### src/rtl/smp_pkg.sv
// Shared types, constants and slot decode table for the stepper move planner.
package smp_pkg;

	// Sizes
	localparam int POSITION_BITS_DEF = 24;
	localparam int COUNT_W           = 18;
	localparam int SCALE_W           = 5;
	localparam int FRAC_BITS         = 7;
	localparam int MSP_W             = 9;
	localparam int SLOT_COUNT        = 22;
	localparam int SLOT_W            = 5;

	localparam logic [COUNT_W-1:0] COUNT_MAX    = 18'h3FFFF;
	localparam logic [SCALE_W-1:0] SCALE_RESET  = 5'd10;

	// Fixed slots of the command sequence
	localparam logic [SLOT_W-1:0] SLOT_FULL_MODE  = 5'd0;
	localparam logic [SLOT_W-1:0] SLOT_FULL_BURST = 5'd1;
	localparam logic [SLOT_W-1:0] SLOT_DONE       = 5'd21;

	// Driver step-mode codes written to CR3
	localparam logic [7:0] MODE_FULL = 8'd4;
	localparam logic [7:0] MODE_SUB  = 8'd7;
	localparam logic [7:0] MODE_64   = 8'd2;
	localparam logic [7:0] MODE_128  = 8'd1;

	// Sub-mode codes placed in CR0 bits 7:5 for 1/2 .. 1/32
	localparam logic [2:0] SUB_HALF = 3'd4;
	localparam logic [2:0] SUB_4    = 3'd3;
	localparam logic [2:0] SUB_8    = 3'd2;
	localparam logic [2:0] SUB_16   = 3'd1;
	localparam logic [2:0] SUB_32   = 3'd0;

	typedef enum logic [1:0] {
		KIND_WRITE = 2'd0,
		KIND_BURST = 2'd1,
		KIND_DONE  = 2'd2
	} kind_t;

	typedef enum logic [1:0] {
		REG_CR0 = 2'd0,
		REG_CR1 = 2'd1,
		REG_CR2 = 2'd2,
		REG_CR3 = 2'd3
	} reg_sel_t;

	typedef enum logic [1:0] {
		CNT_NONE = 2'd0,
		CNT_FULL = 2'd1,
		CNT_ONE  = 2'd2
	} count_src_t;

	typedef struct packed {
		kind_t      kind;
		reg_sel_t   sel;
		logic [7:0] value;
		count_src_t cnt;
	} slot_info_t;

	// What each slot of the sequence emits
	function automatic slot_info_t slot_info(input logic [SLOT_W-1:0] slot,
	                                         input logic [SCALE_W-1:0] scale);
		slot_info_t s;
		s.kind  = KIND_WRITE;
		s.sel   = REG_CR0;
		s.value = 8'd0;
		s.cnt   = CNT_NONE;
		unique case (slot) inside
			SLOT_FULL_MODE: begin
				s.sel   = REG_CR3;
				s.value = MODE_FULL;
			end
			SLOT_FULL_BURST: begin
				s.kind = KIND_BURST;
				s.cnt  = CNT_FULL;
			end
			5'd2, 5'd5, 5'd8, 5'd11, 5'd14: begin
				s.sel   = REG_CR3;
				s.value = MODE_SUB;
			end
			5'd3:  s.value = {SUB_HALF, scale};
			5'd6:  s.value = {SUB_4, scale};
			5'd9:  s.value = {SUB_8, scale};
			5'd12: s.value = {SUB_16, scale};
			5'd15: s.value = {SUB_32, scale};
			5'd4, 5'd7, 5'd10, 5'd13, 5'd16, 5'd18, 5'd20: begin
				s.kind = KIND_BURST;
				s.cnt  = CNT_ONE;
			end
			5'd17: begin
				s.sel   = REG_CR3;
				s.value = MODE_64;
			end
			5'd19: begin
				s.sel   = REG_CR3;
				s.value = MODE_128;
			end
			SLOT_DONE: s.kind = KIND_DONE;
			default: s.kind = KIND_DONE;
		endcase
		return s;
	endfunction

endpackage

### src/rtl/stepper_move_planner_core.sv
// Stepper move planner: turns a target position into driver register writes and step bursts.
//
// Input channel (in_valid / in_stall, payload target_position): one absolute target in
// 1/128 microstep units per item. Output channel (out_valid / out_stall): one command
// item per cycle unless stalled: register writes, step bursts, and a final "move finished"
// item with last set. Configuration (cfg_valid / cfg_ready / cfg_data) sets the coil current
// code; cfg_ready is always high and writes are expected only while the block is idle.
//
// An accepted item passes from the input register to the sequencer, which loads its first
// result into the output register.
// The output channel moves one result per cycle while not stalled; an item emits 1 + 2
// (full steps present) + 3 per set bit of 1/2..1/32 + 2 per set bit of 1/64 and 1/128
// results, 1 to 22 in all. The next item waits in the input register and enters the
// sequencer in the same cycle its predecessor's finished item is issued.
// Reset clears the position to zero, the current code to 10 and all valid flags.
// A stall on the output holds the result register and the sequencer; the input side then
// stalls once the input register is full.
module stepper_move_planner_core #(
	parameter int POSITION_BITS = smp_pkg::POSITION_BITS_DEF
) (
	input  logic                                clk,
	input  logic                                arst_n,
	// input items
	input  logic                                in_valid,
	output logic                                in_stall,
	input  logic signed [POSITION_BITS-1:0]     target_position,
	// result items
	output logic                                out_valid,
	input  logic                                out_stall,
	output logic [1:0]                          kind,
	output logic [1:0]                          reg_select,
	output logic [7:0]                          reg_value,
	output logic [smp_pkg::COUNT_W-1:0]         step_count,
	output logic                                step_direction,
	output logic [smp_pkg::MSP_W-1:0]           microstep_position,
	output logic                                last,
	// configuration
	input  logic                                cfg_valid,
	output logic                                cfg_ready,
	input  logic [smp_pkg::SCALE_W-1:0]         cfg_data
);

	localparam int FULL_W = POSITION_BITS - smp_pkg::FRAC_BITS;
	localparam int FW     = (FULL_W > smp_pkg::COUNT_W) ? FULL_W : smp_pkg::COUNT_W;

	// Registers
	logic [smp_pkg::SCALE_W-1:0]      scale_q;
	logic [POSITION_BITS-1:0]         cur_pos_q;
	logic                             valid_s1;
	logic [POSITION_BITS:0]           diff_s1;
	logic [smp_pkg::MSP_W-1:0]        msp_s1;
	logic [smp_pkg::SLOT_COUNT-1:0]   mask_q;
	logic [smp_pkg::COUNT_W-1:0]      full_q;
	logic                             dir_q;
	logic [smp_pkg::MSP_W-1:0]        msp_q;
	logic                             out_valid_q;
	logic [1:0]                       kind_q;
	logic [1:0]                       sel_q;
	logic [7:0]                       value_q;
	logic [smp_pkg::COUNT_W-1:0]      count_q;
	logic                             dir_out_q;
	logic [smp_pkg::MSP_W-1:0]        msp_out_q;
	logic                             last_q;

	// Combinational
	logic                             in_accept;
	logic                             busy;
	logic                             out_load;
	logic                             xfer;
	logic [smp_pkg::SLOT_W-1:0]       slot;
	smp_pkg::slot_info_t              info;
	logic [POSITION_BITS:0]           mag_full;
	logic [POSITION_BITS-1:0]         mag;
	logic [FW-1:0]                    full_ext;
	logic [smp_pkg::COUNT_W-1:0]      full_sat;
	logic                             full_nz;
	logic                             dir_new;
	logic [smp_pkg::SLOT_COUNT-1:0]   mask_new;

	// Handshakes
	assign cfg_ready = 1'b1;
	assign busy      = |mask_q;
	assign out_load  = busy && (!out_valid_q || !out_stall);
	assign xfer      = valid_s1 && (!busy || (out_load && slot == smp_pkg::SLOT_DONE));
	assign in_stall  = valid_s1 && !xfer;
	assign in_accept = in_valid && !in_stall;

	// Configuration register
	always_ff @(posedge clk or negedge arst_n) begin
		if (!arst_n) begin
			scale_q <= smp_pkg::SCALE_RESET;
		end else if (cfg_valid && cfg_ready) begin
			scale_q <= cfg_data;
		end
	end

	// Input stage: signed distance from the current position
	always_ff @(posedge clk or negedge arst_n) begin
		if (!arst_n) begin
			cur_pos_q <= '0;
			valid_s1  <= 1'b0;
		end else begin
			if (in_accept) begin
				cur_pos_q <= target_position;
				valid_s1  <= 1'b1;
			end else if (xfer) begin
				valid_s1  <= 1'b0;
			end
		end
	end

	always_ff @(posedge clk) begin
		if (in_accept) begin
			diff_s1 <= {target_position[POSITION_BITS-1], target_position}
			         - {cur_pos_q[POSITION_BITS-1], cur_pos_q};
			msp_s1  <= target_position[smp_pkg::MSP_W-1:0];
		end
	end

	// Magnitude, full-step count and the set of slots this move needs
	always_comb begin
		mag_full = diff_s1[POSITION_BITS] ? (~diff_s1 + 1'b1) : diff_s1;
		mag      = mag_full[POSITION_BITS-1:0];
		dir_new  = !diff_s1[POSITION_BITS] && (|diff_s1);
		full_ext = FW'(mag[POSITION_BITS-1:smp_pkg::FRAC_BITS]);
		full_nz  = |mag[POSITION_BITS-1:smp_pkg::FRAC_BITS];
		full_sat = (full_ext > FW'(smp_pkg::COUNT_MAX)) ? smp_pkg::COUNT_MAX
		         : full_ext[smp_pkg::COUNT_W-1:0];
		mask_new = '0;
		mask_new[0] = full_nz;
		mask_new[1] = full_nz;
		for (int i = 0; i < 5; i++) begin
			mask_new[2 + 3*i +: 3] = {3{mag[6 - i]}};
		end
		mask_new[17 +: 2] = {2{mag[1]}};
		mask_new[19 +: 2] = {2{mag[0]}};
		mask_new[smp_pkg::SLOT_DONE] = 1'b1;
	end

	// Next slot to issue: lowest pending one
	always_comb begin
		slot = '0;
		for (int i = smp_pkg::SLOT_COUNT - 1; i >= 0; i--) begin
			if (mask_q[i]) begin
				slot = smp_pkg::SLOT_W'(i);
			end
		end
		info = smp_pkg::slot_info(slot, scale_q);
	end

	// Sequencer
	always_ff @(posedge clk or negedge arst_n) begin
		if (!arst_n) begin
			mask_q <= '0;
		end else if (xfer) begin
			mask_q <= mask_new;
		end else if (out_load) begin
			mask_q <= mask_q & (mask_q - 1'b1);
		end
	end

	always_ff @(posedge clk) begin
		if (xfer) begin
			full_q <= full_sat;
			dir_q  <= dir_new;
			msp_q  <= msp_s1;
		end
	end

	// Result register
	always_ff @(posedge clk or negedge arst_n) begin
		if (!arst_n) begin
			out_valid_q <= 1'b0;
		end else if (out_load) begin
			out_valid_q <= 1'b1;
		end else if (!out_stall) begin
			out_valid_q <= 1'b0;
		end
	end

	always_ff @(posedge clk) begin
		if (out_load) begin
			kind_q    <= info.kind;
			sel_q     <= info.sel;
			value_q   <= info.value;
			dir_out_q <= (info.kind == smp_pkg::KIND_BURST) ? dir_q : 1'b0;
			msp_out_q <= (info.kind == smp_pkg::KIND_DONE) ? msp_q : '0;
			last_q    <= (info.kind == smp_pkg::KIND_DONE);
			case (info.cnt)
				smp_pkg::CNT_FULL: count_q <= full_q;
				smp_pkg::CNT_ONE:  count_q <= smp_pkg::COUNT_W'(1);
				default:           count_q <= '0;
			endcase
		end
	end

	assign out_valid          = out_valid_q;
	assign kind               = kind_q;
	assign reg_select         = sel_q;
	assign reg_value          = value_q;
	assign step_count         = count_q;
	assign step_direction     = dir_out_q;
	assign microstep_position = msp_out_q;
	assign last               = last_q;

endmodule

### config.mk
export PLATFORM = sky130hd
export DESIGN_NAME = stepper_move_planner_core
export DESIGN_NICKNAME = d
export VERILOG_FILES = /design/src/rtl/smp_pkg.sv /design/src/rtl/stepper_move_planner_core.sv
export SDC_FILE = /design/constraint.sdc
export NUM_CORES = 1
export LEC_CHECK = 0
export BUFFER_PORTS_ARGS = -buffer_cell sky130_fd_sc_hd__clkbuf_2
export CAP_MARGIN = 5
export CORE_MARGIN = 2
export CORE_UTILIZATION = 44
export CTS_CLUSTER_DIAMETER = 40
export CTS_CLUSTER_SIZE = 25
export DETAILED_ROUTE_END_ITERATION = 6
export GPL_ROUTABILITY_DRIVEN = 1
export PLACE_DENSITY = 0.62
export SYNTH_ARGS = -nofsm -noshare
export SYNTH_HDL_FRONTEND = slang
export SYNTH_SLANG_ARGS = --single-unit
### constraint.sdc
create_clock -name clk -period 5.4 [get_ports clk]
set_clock_uncertainty 0.05 [all_clocks]
set_input_delay 0.81 -clock clk [delete_from_list [all_inputs] [get_ports clk]]
set_output_delay 0.81 -clock clk [all_outputs]
set_load 0.005 [all_outputs]
==> impl_summary.txt <==
----------------------------------------------------
[Timing]
  Final Hold Fails ... 0
  Total Neg Setup Slack ... 0 ns
  Final setup violation count ... 0
  Highest clock rate ... 0.2436 GHz
  Unrepaired setup endpoints after global routing ... no
  Final Max Slew Viols ... 0
  Min Hold Slack ... 0.3682 ns
  Worst-case headroom to the max-slew limit ... 20.53%
  Final worst path period need ... 4.104 ns
  Worst Max-Slew Pin Slew ... 1.159 ns
  Tcrit/Tclk final ... 76.01%

[Power]
  Leakage Power ... 3.757 nW
  Internal power summed over all cells ... 3.665 mW
  Switching power total ... 2.382 mW
  Fraction of power consumed by sequential logic ... 35.7%
  Combinational power share ... 45.7%
  PD cells ... 676.8 mW/mm²
  Net switching fraction of the power ... 39.39%
  Worst voltage drop across the vdd grid ... 299.2 µV
  Clock share of power ... 18.7%

[Synth]
  Warnings from Yosys ... 0
  Library cell occupying the most area in the post-synthesis netlist ... sky130_fd_sc_hd__edfxtp_1
  Most used DFF post-synth ... sky130_fd_sc_hd__edfxtp_1
  Proportion of register bits with asynchronous set or reset after synthesis ... 34.87%
  Top-area cell type share of the netlist area ... 38.20%
  Mapped Area ... 0.007782 mm²
  Syn Nets ... 758
  Most area-consuming cells after synthesis ... sky130_fd_sc_hd__edfxtp_1, sky130_fd_sc_hd__dfrtp_1, sky130_fd_sc_hd__ha_1, sky130_fd_sc_hd__xnor2_1, sky130_fd_sc_hd__mux2_2
  Share of the yosys chip area belonging to registers ... 55.27%
  Post-synth EDFFs ... 99
  Number of register bits inferred by synthesis ... 152
  Gate count after technology mapping ... 696
  Commonest cells post-synth ... sky130_fd_sc_hd__edfxtp_1, sky130_fd_sc_hd__nand2_1, sky130_fd_sc_hd__inv_1
  Synth Area per Inst ... 11.18 µm²
  Cell with the most instances after synthesis ... sky130_fd_sc_hd__edfxtp_1
  Count of cell types in the netlist ... 69

[Worst setup path]
  Kind of critical path ... reg2reg
  Type of origin of the critical path ... register
  Worst reg-to-reg path cell count ... 9
  Highest fanout seen on the critical path ... 25
  CP required ... 5.44 ns
  WP data arrival ... 4.14 ns
  Reg2reg setup slack ... 1.30 ns
  CP Capture Type ... register

[Worst hold path]
  Worst min-delay path category ... reg2reg
  Number of cells on the worst hold path ... 0

[Detailed routing]
  Pre-Repair DR Iteration Count ... 5
  Remaining routing DRC violations ... 0
  Total via count after detailed routing ... 5365
  Antenna Violating Nets Remaining ... 0
  Wire per inst ... 14.69 µm
  Ratio of routed vias to standard cells ... 5.296
  Wire length reported by the detailed router ... 14890 µm
  1st-iter DRT viols ... 313

[Floorplan]
  Starting utilization of the core area ... 44.99%
  Vertical die dimension ... 137.0 µm
  Row cnt ... 48
  Die outline width ... 137.0 µm
  Top-level port count ... 78
  Total die area ... 0.01877 mm²
  Core area ... 0.01730 mm²

[Clock tree]
  Clk pin slew, worst setup/hold paths ... 0.06 ns
  PostCTS Resize Cnt ... 0
  Post-CTS setup-driven buffer insertion count ... 0
  Count of hold-fix buffers inserted at cts ... 0
  Clock root cell ... sky130_fd_sc_hd__clkbuf_16
  Total clock sinks ... 152
  Total CTS buffers ... 17
  Clock Path Buffers ... 2
  Clock H-tree levels ... 4
  TritonCTS clock tree ... yes
  Worst-Skew Late Latency ... 0.42 ns

[Cells and area]
  Fillers ... 1582
  Flip-flop and latch area ... 0.004302 mm²
  Layout overhead on the synthesized area ... 14.82%
  Multi-input gate area in the final layout ... 0.003177 mm²
  Total inserted antenna cells ... 0
  Net count reported at finish ... 837
  Share of layout cells above drive strength 1 ... 19.16%

[Global routing]
  Vias in the first global route ... 5289
  Wire length of the first global-routing pass ... 25060 µm
  Total GRT Usage ... 16.95%
  Number of antenna violations at the first check in global routing ... 0
  Maximum number of pins on one net before global-route repair ... 54
  GRT overflow ... 0

[Run status]
  Status ... finished, final reports clean

[Placed design]
  Global placement routability congestion ... 0.8290
  Placed wire-length estimate after detailed placement ... 11220 µm
  Number of input and output port buffers inserted ... 75

[Job]
  Total of max-cap violations ... 0

----------------------------------------------------
cells in the final DEF (no fill, tap or decap), drive strengths merged, types with 9 or more instances in the layout:
cell,n
clkbuf,92
o31ai,11
ha,27
nand2,73
dfrtp,51
nor2,51
inv,60
nor3,23
xnor2,35
nor4,9
edfxtp,99
and2,22
mux2,30
a21oi,25
o21ai,49
final cells by class:
type / count / share of cell area [%]
well taps: 225 / 3.150
inverters: 53 / 2.226
clock inverters: 15 / 1.554
clock buffers: 17 / 4.761
flip-flops and latches: 152 / 48.14
repair buffers: 80 / 4.621
multi-input cells: 471 / 35.55
metrics by stage:
stage	instance area, µm²	utilization, %	total power [mW]	setup slack, ns	cells
global route	8936	51.66	6.524	1.059	1013
CTS	8936	51.66	6.089	1.317	1013
detailed placement	8372	48.40	4.939	1.337	981
global placement	8372	48.40	4.829	1.475	981
finish	8936	51.66	6.048	1.296	1013
floorplan	7782	-	4.160	1.852	696
power by group through the flow:
| stage | clock (mW) | combinational, mW | sequential, mW |
|---|---|---|---|
| global route | 1.21 | 3.10 | 2.21 |
| detailed placement | 0 | 2.76 | 2.18 |
| floorplan | 0 | 2.05 | 2.11 |
| finish | 1.13 | 2.76 | 2.16 |
| global placement | 0 | 2.68 | 2.15 |
| CTS | 1.16 | 2.77 | 2.16 |
cell families (layout without fill, tap and decap cells):
group,after synthesis,count (layout),synth area share [%]
xor+xnor,39,39,4.389
buf+inv,73,165,4.003
fa+ha+maj,28,28,4.598
mux,35,35,4.984
compound gates,138,138,11.90
simple gates,229,229,14.76
flops,152,152,55.27
other cells,2,2,0.09650
sequential cells by signal, summed over array words and instances, names as in the netlist, 2 cells and up:
signal,count
cur_pos_q,24
diff_s1,25
full_q,17
kind,2
mask_q,22
microstep_position,9
msp_q,9
msp_s1,9
reg_value,8
scale_q,5
step_count,17
metal layers:
metal	vias to the layer above	global-route usage, %	wire length (µm)
met2	125	27.00	7106
met1	2548	22.26	6816
met3	22	3.852	628
li1	2670	-	-
met4	0	7.274	335
met5	-	0	0
worst max-delay path: stages (launching register included):
cell and delay (ns):
sky130_fd_sc_hd__dfrtp_1 0.45, sky130_fd_sc_hd__or3_1 0.38, sky130_fd_sc_hd__a211o_1 0.27, sky130_fd_sc_hd__a21oi_1 0.17, sky130_fd_sc_hd__o21ai_1 0.32, sky130_fd_sc_hd__a2111oi_0 0.76
sky130_fd_sc_hd__o21ai_1 0.15, sky130_fd_sc_hd__a21bo_2 0.44, sky130_fd_sc_hd__inv_1 0.39, sky130_fd_sc_hd__buf_4 0.37
worst paths after layout:
check | start | to
max in group asynchronous | arst_n | cur_pos_q[22]
min in group asynchronous | arst_n | scale_q[4]
min reg2reg | msp_s1[2] | msp_q[2]
max | mask_q[6] | diff_s1[22]
min | msp_s1[2] | msp_q[2]
max reg2reg | mask_q[6] | diff_s1[22]
(Power assumes the default switching activity.)
